<file path="config.mk">
export PLATFORM = sky130hd
export DESIGN_NAME = double_buffered_led_frame_store
export DESIGN_NICKNAME = d
export VERILOG_FILES = /design/src/rtl/core/dbfs_pkg.sv /design/src/rtl/core/dbfs_ram.sv /design/src/rtl/core/double_buffered_led_frame_store.sv
export SDC_FILE = /design/constraint.sdc
export NUM_CORES = 1
export LEC_CHECK = 0
export BUFFER_PORTS_ARGS = -buffer_cell sky130_fd_sc_hd__buf_4
export CORE_MARGIN = 2
export CORE_UTILIZATION = 62
export DETAILED_ROUTE_END_ITERATION = 10
export PLACE_DENSITY = 0.75
export REMOVE_ABC_BUFFERS = 1
export SLEW_MARGIN = 10
export SYNTH_ARGS = -nofsm -noshare
export SYNTH_HDL_FRONTEND = slang
export SYNTH_SLANG_ARGS = --single-unit
</file>
<file path="constraint.sdc">
create_clock -name clock -period 3.4 [get_ports clock]
set_clock_uncertainty 0.2 [all_clocks]
set_input_delay 0.34 -clock clock [delete_from_list [all_inputs] [get_ports clock]]
set_output_delay 0.34 -clock clock [all_outputs]
set_load 0.05 [all_outputs]
</file>
<file path="src/rtl/core/dbfs_pkg.sv">
package dbfs_pkg;

   // Frame geometry
   localparam int ROWS   = 16;
   localparam int ROW_W  = (ROWS > 1) ? $clog2(ROWS) : 1;
   localparam int ADDR_W = ROW_W + 1;
   localparam int DEPTH  = 2 ** ADDR_W;
   localparam int PIX_W  = 8;

   // Row arithmetic: row_base (4 bits) plus run offset (5 bits), compared to ROWS
   localparam int SUM_W  = 7;
   localparam int RUN_W  = 5;

   // Request opcodes
   typedef enum logic [2:0] {
      OP_OR     = 3'd0,
      OP_ANDNOT = 3'd1,
      OP_ZERO   = 3'd2,
      OP_SET    = 3'd3,
      OP_CLEAR  = 3'd4,
      OP_FLUSH  = 3'd5,
      OP_FRAME  = 3'd6,
      OP_READ   = 3'd7
   } op_type;

   // Color plane codes
   localparam logic COLOR_RED   = 1'b0;
   localparam logic COLOR_GREEN = 1'b1;

endpackage

</file>
<file path="src/rtl/core/dbfs_ram.sv">
module dbfs_ram (
   input  logic                         clock,
   input  logic                         wr_en,
   input  logic [dbfs_pkg::ADDR_W-1:0]  wr_addr,
   input  logic [dbfs_pkg::PIX_W-1:0]   wr_data,
   input  logic [dbfs_pkg::ADDR_W-1:0]  rd_addr,
   output logic [dbfs_pkg::PIX_W-1:0]   rd_data
);
   import dbfs_pkg::*;

   // One plane: address is {bank, row}
   logic [PIX_W-1:0] mem [DEPTH];
   logic [PIX_W-1:0] rd_data_ff;

   always_ff @(posedge clock) begin
      if (wr_en) begin
         mem[wr_addr] <= wr_data;
      end
      rd_data_ff <= mem[rd_addr];
   end

   assign rd_data = rd_data_ff;

endmodule

</file>
<file path="src/rtl/core/double_buffered_led_frame_store.sv">
// Two-color 16x8 LED frame store with front and back banks per plane. A
// request is taken when start is high and busy is low. Draw requests (OR,
// AND-NOT, zero row, set pixel, clear pixel) make one read of the plane
// memory, then the modify and write-back; reads and a frame-done with
// nothing pending make only the read. Flush and a frame-done that swaps the
// banks walk the bank one row per cycle. After reset the block holds busy
// high while it clears both banks of both planes, one memory address at a
// time; requests are taken after that.
// The response appears on the rsp_ ports for exactly one cycle with
// rsp_valid high, in the cycle after the last memory access of the request;
// there is no way to hold it off, so the receiver must take it in that cycle.
module double_buffered_led_frame_store (
   input  logic                       clock,
   input  logic                       reset,
   input  logic                       start,
   output logic                       busy,
   input  logic [2:0]                 req_op,
   input  logic                       req_color,
   input  logic [3:0]                 req_row_base,
   input  logic [dbfs_pkg::PIX_W-1:0] req_sprite_byte,
   input  logic                       req_wrap_enable,
   input  logic                       req_run_last,
   input  logic [2:0]                 req_pixel_x,
   output logic                       rsp_valid,
   output logic [dbfs_pkg::PIX_W-1:0] rsp_front_red_row,
   output logic [dbfs_pkg::PIX_W-1:0] rsp_front_green_row,
   output logic                       rsp_front_bank,
   output logic                       rsp_swapped
);
   import dbfs_pkg::*;

   typedef enum logic [2:0] {
      ST_CLEAR,
      ST_IDLE,
      ST_ACCESS,
      ST_FLUSH,
      ST_COPY
   } state_type;

   localparam logic [SUM_W-1:0]  ROWS_S    = SUM_W'(ROWS);
   localparam logic [ROW_W-1:0]  LAST_ROW  = ROW_W'(ROWS - 1);
   localparam logic [ADDR_W-1:0] LAST_ADDR = ADDR_W'(DEPTH - 1);

   state_type         state_ff;
   logic              front_ff;
   logic              pending_ff;
   logic [RUN_W-1:0]  run_offset_ff;
   logic [ROW_W-1:0]  cnt_ff;
   logic [ADDR_W-1:0] clr_ff;

   // Request held for the write-back cycle
   op_type           op_ff;
   logic             color_ff;
   logic [PIX_W-1:0] byte_ff;
   logic [PIX_W-1:0] mask_ff;
   logic [ROW_W-1:0] row_ff;
   logic             ok_ff;

   logic             rsp_valid_ff;
   logic [PIX_W-1:0] rsp_red_ff;
   logic [PIX_W-1:0] rsp_green_ff;
   logic             rsp_bank_ff;
   logic             rsp_swapped_ff;

   logic             accept;
   op_type           req_op_t;
   logic [SUM_W-1:0] run_sum;
   logic [SUM_W-1:0] run_wrap;
   logic [SUM_W-1:0] tgt_row;
   logic             tgt_ok;
   logic [PIX_W-1:0] px_mask;
   logic             swap_req;

   logic [ADDR_W-1:0] rd_addr;
   logic [ADDR_W-1:0] wr_addr;
   logic [PIX_W-1:0]  rd_red;
   logic [PIX_W-1:0]  rd_green;
   logic [PIX_W-1:0]  wr_red;
   logic [PIX_W-1:0]  wr_green;
   logic              we_red;
   logic              we_green;
   logic [PIX_W-1:0]  cur_row;
   logic [PIX_W-1:0]  new_row;
   logic              is_draw;

   assign busy     = (state_ff != ST_IDLE);
   assign accept   = start && !busy;
   assign req_op_t = op_type'(req_op);
   assign swap_req = (req_op_t == OP_FRAME) && pending_ff;
   assign px_mask  = PIX_W'(8'h80 >> req_pixel_x);

   // Target row: run rows add the kept offset and may wrap once
   assign run_sum  = SUM_W'(req_row_base) + SUM_W'(run_offset_ff);
   assign run_wrap = run_sum - ROWS_S;

   always_comb begin
      tgt_row = SUM_W'(req_row_base);
      tgt_ok  = (SUM_W'(req_row_base) < ROWS_S);
      if (req_op_t == OP_OR || req_op_t == OP_ANDNOT || req_op_t == OP_ZERO) begin
         if (run_sum < ROWS_S) begin
            tgt_row = run_sum;
            tgt_ok  = 1'b1;
         end else if (req_wrap_enable && (run_wrap < ROWS_S)) begin
            tgt_row = run_wrap;
            tgt_ok  = 1'b1;
         end else begin
            tgt_row = run_sum;
            tgt_ok  = 1'b0;
         end
      end
   end

   // Read address: request row on accept (row 0 of the new front bank for a swap), next front row while copying
   always_comb begin
      rd_addr = {front_ff, cnt_ff + ROW_W'(1)};
      if (accept) begin
         priority if (req_op_t == OP_READ) begin
            rd_addr = {front_ff, tgt_row[ROW_W-1:0]};
         end else if (swap_req) begin
            rd_addr = {~front_ff, {ROW_W{1'b0}}};
         end else begin
            rd_addr = {~front_ff, tgt_row[ROW_W-1:0]};
         end
      end
   end

   // Modify step for draw requests
   assign is_draw = (op_ff == OP_OR) || (op_ff == OP_ANDNOT) || (op_ff == OP_ZERO)
                 || (op_ff == OP_SET) || (op_ff == OP_CLEAR);
   assign cur_row = (color_ff == COLOR_GREEN) ? rd_green : rd_red;

   always_comb begin
      unique case (op_ff)
         OP_OR:     new_row = cur_row | byte_ff;
         OP_ANDNOT: new_row = cur_row & ~byte_ff;
         OP_SET:    new_row = cur_row | mask_ff;
         OP_CLEAR:  new_row = cur_row & ~mask_ff;
         default:   new_row = '0;
      endcase
   end

   // Write port: clearing pass, draw write-back, flush sweep, or bank copy
   always_comb begin
      wr_addr  = {~front_ff, row_ff};
      wr_red   = new_row;
      wr_green = new_row;
      we_red   = 1'b0;
      we_green = 1'b0;
      unique case (state_ff)
         ST_CLEAR: begin
            wr_addr  = clr_ff;
            wr_red   = '0;
            wr_green = '0;
            we_red   = 1'b1;
            we_green = 1'b1;
         end
         ST_ACCESS: begin
            we_red   = is_draw && ok_ff && (color_ff == COLOR_RED);
            we_green = is_draw && ok_ff && (color_ff == COLOR_GREEN);
         end
         ST_FLUSH: begin
            wr_addr  = {~front_ff, cnt_ff};
            wr_red   = '0;
            wr_green = '0;
            we_red   = (color_ff == COLOR_RED);
            we_green = (color_ff == COLOR_GREEN);
         end
         ST_COPY: begin
            wr_addr  = {~front_ff, cnt_ff};
            wr_red   = rd_red;
            wr_green = rd_green;
            we_red   = 1'b1;
            we_green = 1'b1;
         end
         default: begin
            we_red   = 1'b0;
            we_green = 1'b0;
         end
      endcase
   end

   dbfs_ram u_red_ram (
      .clock   (clock),
      .wr_en   (we_red),
      .wr_addr (wr_addr),
      .wr_data (wr_red),
      .rd_addr (rd_addr),
      .rd_data (rd_red)
   );

   dbfs_ram u_green_ram (
      .clock   (clock),
      .wr_en   (we_green),
      .wr_addr (wr_addr),
      .wr_data (wr_green),
      .rd_addr (rd_addr),
      .rd_data (rd_green)
   );

   // Sequencer, bank pointers and response registers
   always_ff @(posedge clock) begin
      if (reset) begin
         state_ff      <= ST_CLEAR;
         front_ff      <= 1'b0;
         pending_ff    <= 1'b0;
         run_offset_ff <= '0;
         cnt_ff        <= '0;
         clr_ff        <= '0;
         rsp_valid_ff  <= 1'b0;
      end else begin
         unique case (state_ff)
            ST_CLEAR: begin
               rsp_valid_ff <= 1'b0;
               clr_ff       <= clr_ff + ADDR_W'(1);
               if (clr_ff == LAST_ADDR) begin
                  state_ff <= ST_IDLE;
               end
            end
            ST_IDLE: begin
               rsp_valid_ff <= 1'b0;
               if (accept) begin
                  op_ff    <= req_op_t;
                  color_ff <= req_color;
                  byte_ff  <= req_sprite_byte;
                  mask_ff  <= px_mask;
                  row_ff   <= tgt_row[ROW_W-1:0];
                  ok_ff    <= tgt_ok;
                  cnt_ff   <= '0;
                  if (req_op_t == OP_OR || req_op_t == OP_ANDNOT || req_op_t == OP_ZERO)
                  begin
                     run_offset_ff <= req_run_last ? '0 : run_offset_ff + RUN_W'(1);
                  end
                  if (req_op_t == OP_OR || req_op_t == OP_ANDNOT || req_op_t == OP_ZERO
                      || req_op_t == OP_SET || req_op_t == OP_CLEAR) begin
                     pending_ff <= 1'b1;
                  end
                  priority if (req_op_t == OP_FLUSH) begin
                     state_ff <= ST_FLUSH;
                  end else if (swap_req) begin
                     pending_ff <= 1'b0;
                     front_ff   <= ~front_ff;
                     state_ff   <= ST_COPY;
                  end else begin
                     state_ff <= ST_ACCESS;
                  end
               end
            end
            ST_ACCESS: begin
               rsp_valid_ff   <= 1'b1;
               rsp_red_ff     <= (op_ff == OP_READ && ok_ff) ? rd_red : '0;
               rsp_green_ff   <= (op_ff == OP_READ && ok_ff) ? rd_green : '0;
               rsp_bank_ff    <= front_ff;
               rsp_swapped_ff <= 1'b0;
               state_ff       <= ST_IDLE;
            end
            ST_FLUSH, ST_COPY: begin
               if (cnt_ff == LAST_ROW) begin
                  rsp_valid_ff   <= 1'b1;
                  rsp_red_ff     <= '0;
                  rsp_green_ff   <= '0;
                  rsp_bank_ff    <= front_ff;
                  rsp_swapped_ff <= (state_ff == ST_COPY);
                  cnt_ff         <= '0;
                  state_ff       <= ST_IDLE;
               end else begin
                  rsp_valid_ff <= 1'b0;
                  cnt_ff       <= cnt_ff + ROW_W'(1);
               end
            end
            default: begin
               rsp_valid_ff <= 1'b0;
               state_ff     <= ST_IDLE;
            end
         endcase
      end
   end

   assign rsp_valid           = rsp_valid_ff;
   assign rsp_front_red_row   = rsp_red_ff;
   assign rsp_front_green_row = rsp_green_ff;
   assign rsp_front_bank      = rsp_bank_ff;
   assign rsp_swapped         = rsp_swapped_ff;

   // A response is only shown once the sequencer is back in idle
   a_rsp_in_idle: assert property (@(posedge clock) disable iff (reset)
      rsp_valid_ff |-> (state_ff == ST_IDLE))
      else $error("response strobe outside idle");

   // A plain request, once taken, enters the access state
   a_single_access: assert property (@(posedge clock) disable iff (reset)
      (accept && req_op_t != OP_FLUSH && !swap_req) |=> (state_ff == ST_ACCESS))
      else $error("plain request did not enter access cycle");

   // No memory write while idle
   a_no_idle_write: assert property (@(posedge clock) disable iff (reset)
      (we_red || we_green) |-> (state_ff != ST_IDLE))
      else $error("plane write while idle");

   // A bank copy writes both planes every cycle
   a_copy_both: assert property (@(posedge clock) disable iff (reset)
      (state_ff == ST_COPY) |-> (we_red && we_green))
      else $error("copy skipped a plane");

   // After a swap nothing is left pending
   a_swap_clears: assert property (@(posedge clock) disable iff (reset)
      (rsp_valid_ff && rsp_swapped_ff) |-> !pending_ff)
      else $error("update still pending after swap");

endmodule
</file>
; Word level (Yosys, flattened, before mapping)
; Memories as Yosys holds them, arrays and structs flattened. A register that Yosys moved wholly into a read port is not among the register bits.
; Cells that the tools add are included.
[totals]
out_inout_bits = 20
n_memories = 2
elab_cells = 134
reg_bits = 63
input_bits = 24
ramBits = 512
[memory_table]
columns = memory, depth, word_bits, rd, rd_clocked_by_memory_dff, wr, line
row1 = u_green_ram.mem, 32, 8, 1, 1, 1, dbfs_ram.sv:12  ; logic [PIX_W-1:0] mem [DEPTH];
row2 = u_red_ram.mem, 32, 8, 1, 1, 1, dbfs_ram.sv:12
[classes]
eq_ne = 22
shifts = 1
n_lt_le_gt_ge = 2
muxes = 42
reduce_logical = 32
n_bitwise = 11
addsub = 5
[ops]
columns = op, count
row1 = one-hot mux 8 bit (2 select lines), 4
row2 = two-way mux 8 bit, 4
row3 = one-hot mux 8 bit (4 select lines), 1
row4 = two-way mux 4 bit, 6
row5 = == test 3 bit (second input constant), 7
row6 = == test 3 x 2 -> 1 bit (second input constant), 6
row7 = AND 8 bit, 2
row8 = inverter 8 bit, 2
row9 = OR 8 bit, 2
row10 = two-way mux 3 bit, 5
row11 = two-way mux 5 bit, 3
row12 = AND reduction 3 bit, 4
row13 = two-way mux 1 bit, 11
row14 = adder 5 x 1 -> 5 bit (second input constant), 2
row15 = one-hot mux 5 bit (2 select lines), 1
row16 = == test 3 x 1 -> 1 bit (second input constant), 3
row17 = logical NOT 3 bit, 3
row18 = one-hot mux 3 bit (3 select lines), 1
row19 = logical OR 1 bit, 8
row20 = one-hot mux 4 bit (2 select lines), 1
row21 = OR reduction 2 bit, 4
row22 = >> shifter 8 x 3 -> 8 bit (first input constant), 1
row23 = logical AND 1 bit, 7
row24 = less-than comparator 7 x 5 -> 1 bit (second input constant), 1
row25 = 16 further kinds, 26

; Logic depth before layout (Yosys ltp)
[logic_depth]
depth_word = 10
ltp_mapped = 12
ltp_nobuf = 9

; By module
; From an unflattened synthesis, not the netlist that was laid out.
[hier_totals]
hier_cells = 1207
hier_area_um2 = 23711.5
[by_module_without_submodules]
columns = module, seq_area_each_um2, cells_per_inst, instances, area_each_um2
row1 = dbfs_ram, 7847.5, 417, 2, 10053.4
row2 = double_buffered_led_frame_store, 1691.6, 373, 1, 3604.7

; Worst setup path before layout
; Ideal clock, no wire load.
[synth_timing]
path_kind = input -> register
from = in req_row_base[0]
to = reg u_green_ram.rd_data_ff[6], in the netlist u_green_ram.rd_data[6] (read register of u_green_ram.mem)
path_slack_ns = 0.445
setup_ns = 0.095
cell_stages = 11
t_required_ns = 3.105
arrival_ns = 2.659
cell_sequence = ha_1 fa_1 nor2b_1 a221o_1 and2_1 buf_2 buf_6 mux2i_1 a2111oi_2 a41oi_1 a221oi_1
[synth_via]
elab_chain_len = 10
[synth_lines]
columns = item, line
row1 = start: declaration, double_buffered_led_frame_store.sv:19  ; input logic [3:0] req_row_base,
row2 = adder 4 x 5 -> 6 bit, double_buffered_led_frame_store.sv:93  ; assign run_sum = SUM_W'(req_row_base) + SUM_W'(run_offset_ff);
row3 = subtractor 6 x 5 -> 7 bit, double_buffered_led_frame_store.sv:94  ; assign run_wrap = run_sum - ROWS_S;
row4 = less-than comparator 7 x 5 -> 1 bit, double_buffered_led_frame_store.sv:103  ; end else if (req_wrap_enable && (run_wrap < ROWS_S)) begin
row5 = logical AND 1 bit, double_buffered_led_frame_store.sv:103
row6 = two-way mux 4 bit, double_buffered_led_frame_store.sv:103
row7 = two-way mux 4 bit, double_buffered_led_frame_store.sv:100  ; if (run_sum < ROWS_S) begin
row8 = two-way mux 4 bit *, double_buffered_led_frame_store.sv:99  ; if (req_op_t == OP_OR || req_op_t == OP_ANDNOT || req_op_t == OP_ZERO) begin
row9 = two-way mux 4 bit, double_buffered_led_frame_store.sv:119  ; end else if (swap_req) begin
row10 = two-way mux 5 bit *, double_buffered_led_frame_store.sv:117  ; priority if (req_op_t == OP_READ) begin
row11 = two-way mux 5 bit *, double_buffered_led_frame_store.sv:116  ; if (accept) begin
row12 = end: declaration, dbfs_ram.sv:13  ; logic [PIX_W-1:0] rd_data_ff;
; Every way passes the cells marked *; elsewhere a longest branch is shown, timed or not.
; A chain may end at the register's enable or synchronous reset.

; Final worst setup path
[layout_timing]
from = reg run_offset_ff[0]
to = reg u_green_ram.rd_data_ff[7], in the netlist u_green_ram.rd_data[7] (read register of u_green_ram.mem)
[layout_via]
elab_chain_len = 10
[layout_lines]
columns = item, line
row1 = start: declaration, double_buffered_led_frame_store.sv:47  ; logic [RUN_W-1:0] run_offset_ff;
row2 = start signal: assignment, double_buffered_led_frame_store.sv:231  ; run_offset_ff <= req_run_last ? '0 : run_offset_ff + RUN_W'(1);
row3 = adder 4 x 5 -> 6 bit *, double_buffered_led_frame_store.sv:93
row4 = subtractor 6 x 5 -> 7 bit, double_buffered_led_frame_store.sv:94
row5 = less-than comparator 7 x 5 -> 1 bit, double_buffered_led_frame_store.sv:103
row6 = logical AND 1 bit, double_buffered_led_frame_store.sv:103
row7 = two-way mux 4 bit, double_buffered_led_frame_store.sv:103
row8 = two-way mux 4 bit *, double_buffered_led_frame_store.sv:100
row9 = two-way mux 4 bit *, double_buffered_led_frame_store.sv:99
row10 = two-way mux 4 bit, double_buffered_led_frame_store.sv:119
row11 = two-way mux 5 bit *, double_buffered_led_frame_store.sv:117
row12 = two-way mux 5 bit *, double_buffered_led_frame_store.sv:116
; Marks and branches as above.

==> metrics.yaml <==
status: "complete, no violations"
instances_no_fill: 2497
clock_sinks: 591
crit_top_cell: "buf_4"
cts_root_buf: "clkbuf_16"
die_y_um: 201.2
dieArea_um2: 40470
cp_slowest_stage_delay_ps: 500
slew_viol_final: 0
worstMarginPinSlew_ps: 820.5
powerDensity_nw_per_um2: 517.3
ios: 44
cts_tree: "yes"
rows: 72
postRouteAntennaNets: 0
final_nets: 1963
netlist_top_cells_area: "edfxtp_1, nand2_1, a211oi_1, dfxtp_1, and3_1"
p_leak_nw: 10.00
whs_ps: 129.0
dpl.hpwl_um: 38860
cts_inserted_buffers: 57
core_area_um2: 38470
finalPower_mw: 14.77
dp.cells: 2356
hold_class: "input port to flop"
grt_pass1_vias: 16270
cap_violations: 0
synthArstFlopShare_pct: 0
dr.max_layer_used: "met4"
dr_wl_met3_um: 6664
diodes: 0
cp_cell_sequence: "ha_1 -> fa_1 -> nor2b_1 -> a221o_2 -> nand2_8 -> buf_4 -> buf_4 -> a211oi_1 -> a31oi_1 -> o22ai_1 -> nor4_2"
grt_antenna_before_repair: 0
clk_latency_ps: 620
overflow: 0
setup_viol: 0
cp.required_ps: 3670
drtPass1Iterations: 5
worstPathMaxFanout: 11
syn_to_final_growth_pct: 18.43
peakVddDrop_mv: 0.3508
critPathCaptureType: "flop"
synth_cell_types: 67
routed_wl_um: 63410
start_util_pct: 62.66
syn_area_per_cell_um2: 14.06
route.met2.wl_um: 30470
grt_pass1_wl_um: 96200
worstSetupStartpointType: "flop"
synth_top_area_share_pct: 69.14
routedWlPerCell_um: 25.39
clk_transition_reported_paths_ps: 70
max_freq_mhz: 296.3
rsz0062_at_grt: "true"
met1_length_um: 23960
synthFlopType: "edfxtp_1"
finalHoldViolCount: 0
numPortBuffers: 43
grt_max_degree: 71
synth_most_common_cell: "edfxtp_1"
cts_buffer_depth: 3
ys_warn_count: 0
cts_max_level: 2
synth_area_um2: 24100
ys_ff_latch: 591
vias: 16330
gr-usage-all-layers_pct: 31.46
crit_type: "flop to flop"
finalCritPeriodShare_pct: 99.27
die_width_um: 201.2
gp_congestion: 0.9304
drt_iter0_drc: 2145
finalSetupTns_ps: 0
viasPerCell: 6.540
layout-drive-gt1-share_pct: 20.52
relSlewSlack_pct: 45.10
fin_util_pct: 74.21
ys_seq_area_share_pct: 72.13
synth_cells: 1714
synth_commonest_cells: "edfxtp_1, nand2_1, nor2_1, a211oi_1, and3_1"
drcViolationCount: 0
period_needed_ps: 3375
cp_slowest_cell: "o22ai_1"
synth_top_cell_by_area: "edfxtp_1"
synth_edf_count: 555
arrival_ps: 3650
-- cells by family after synthesis --
group | Yosys count | share of synthesized area [%]
mux | 58 | 2.621
simple gates | 555 | 10.80
flops | 591 | 72.13
compound gates | 369 | 11.09
fa+ha+maj | 9 | 0.4984
xor+xnor | 12 | 0.4361
buf+inv | 120 | 2.419
-- through the flow --
step / setup WS (ps) / cell area [um2]
final: 24.81 / 28550
after global routing: -37.65 / 28550
after CTS: 12.27 / 28430
after detailed placement: -132.5 / 26240
after global placement: -74.19 / 26240
after floorplan: -2976 / 23540
-- cell type report --
type                    count  area [um2]
repair buffers            272        2336
flip-flops and latches    591       17390
clock inverters            37       384.1
clock buffers              71        1541
multi-input cells        1003        6231
well taps                 518       648.1
fillers                  2299        9921
inverters                   5       18.77
-- metal layers --
layer | GRT usage, % | vias up
li1 | - | 7118
met1 | 43.09 | 8024
met2 | 50.85 | 1017
met3 | 6.009 | 171
met4 | 11.84 | 0
met5 | 0 | -
-- registers in the layout, summed over array words and instances, names as in the netlist, 5 cells and up --
signal	cells
mask_ff	8
u_red_ram.mem	256
byte_ff	8
rsp_front_red_row	8
rsp_front_green_row	8
u_green_ram.mem	256
u_green_ram.rd_data	8
clr_ff	5
u_red_ram.rd_data	8
run_offset_ff	5
-- power by group --
| part | switching (mW) | internal [mW] |
|---|---|---|
| Clock | 2.65 | 3.81 |
| Combinational | 0.191 | 0.126 |
| Sequential | 0.0460 | 7.94 |
-- critical path: cells and delay by family, from the launching register on --
kind	cells	cell delay [ps]
AOI/OAI and AO/OA	4	1170
and+or+nand+nor	3	490
buffers and inverters	2	350
adders and majority gates	2	690
DFF	1	320
-- layout by cell type, fill, tap and decap left out, drive strengths merged, types with 36 or more instances in the layout --
master  synthesis  final
o22ai          46     46
a221oi         37     37
and3           97     97
nand2         263    263
edfxtp        555    555
buf            59    246
clkbuf         56     71
dfxtp          36     36
nor2          106    106
a211oi         97     97
a31oi          93     93
mux2           38     38
-- repair_timing --
item,CTS,global route
setup buffers,0,7
endpoints found under the setup margin,0,72
gates resized for setup,0,12
hold buffers,26,0
hold endpoints to repair,44,0
-- path summary, 6_finish.rpt --
| kind | from | endpoint | slack, ps | cells after the start |
|---|---|---|---|---|
| min | req_row_base[0] | row_ff[0] | 130 | 5 |
| min reg2reg | clr_ff[1] | clr_ff[1] | 310 | 2 |
| max reg2reg | run_offset_ff[0] | u_green_ram.rd_data[7] | 20 | 11 |
| max | run_offset_ff[0] | u_green_ram.rd_data[7] | 20 | 11 |
(Power assumes the default switching activity.)
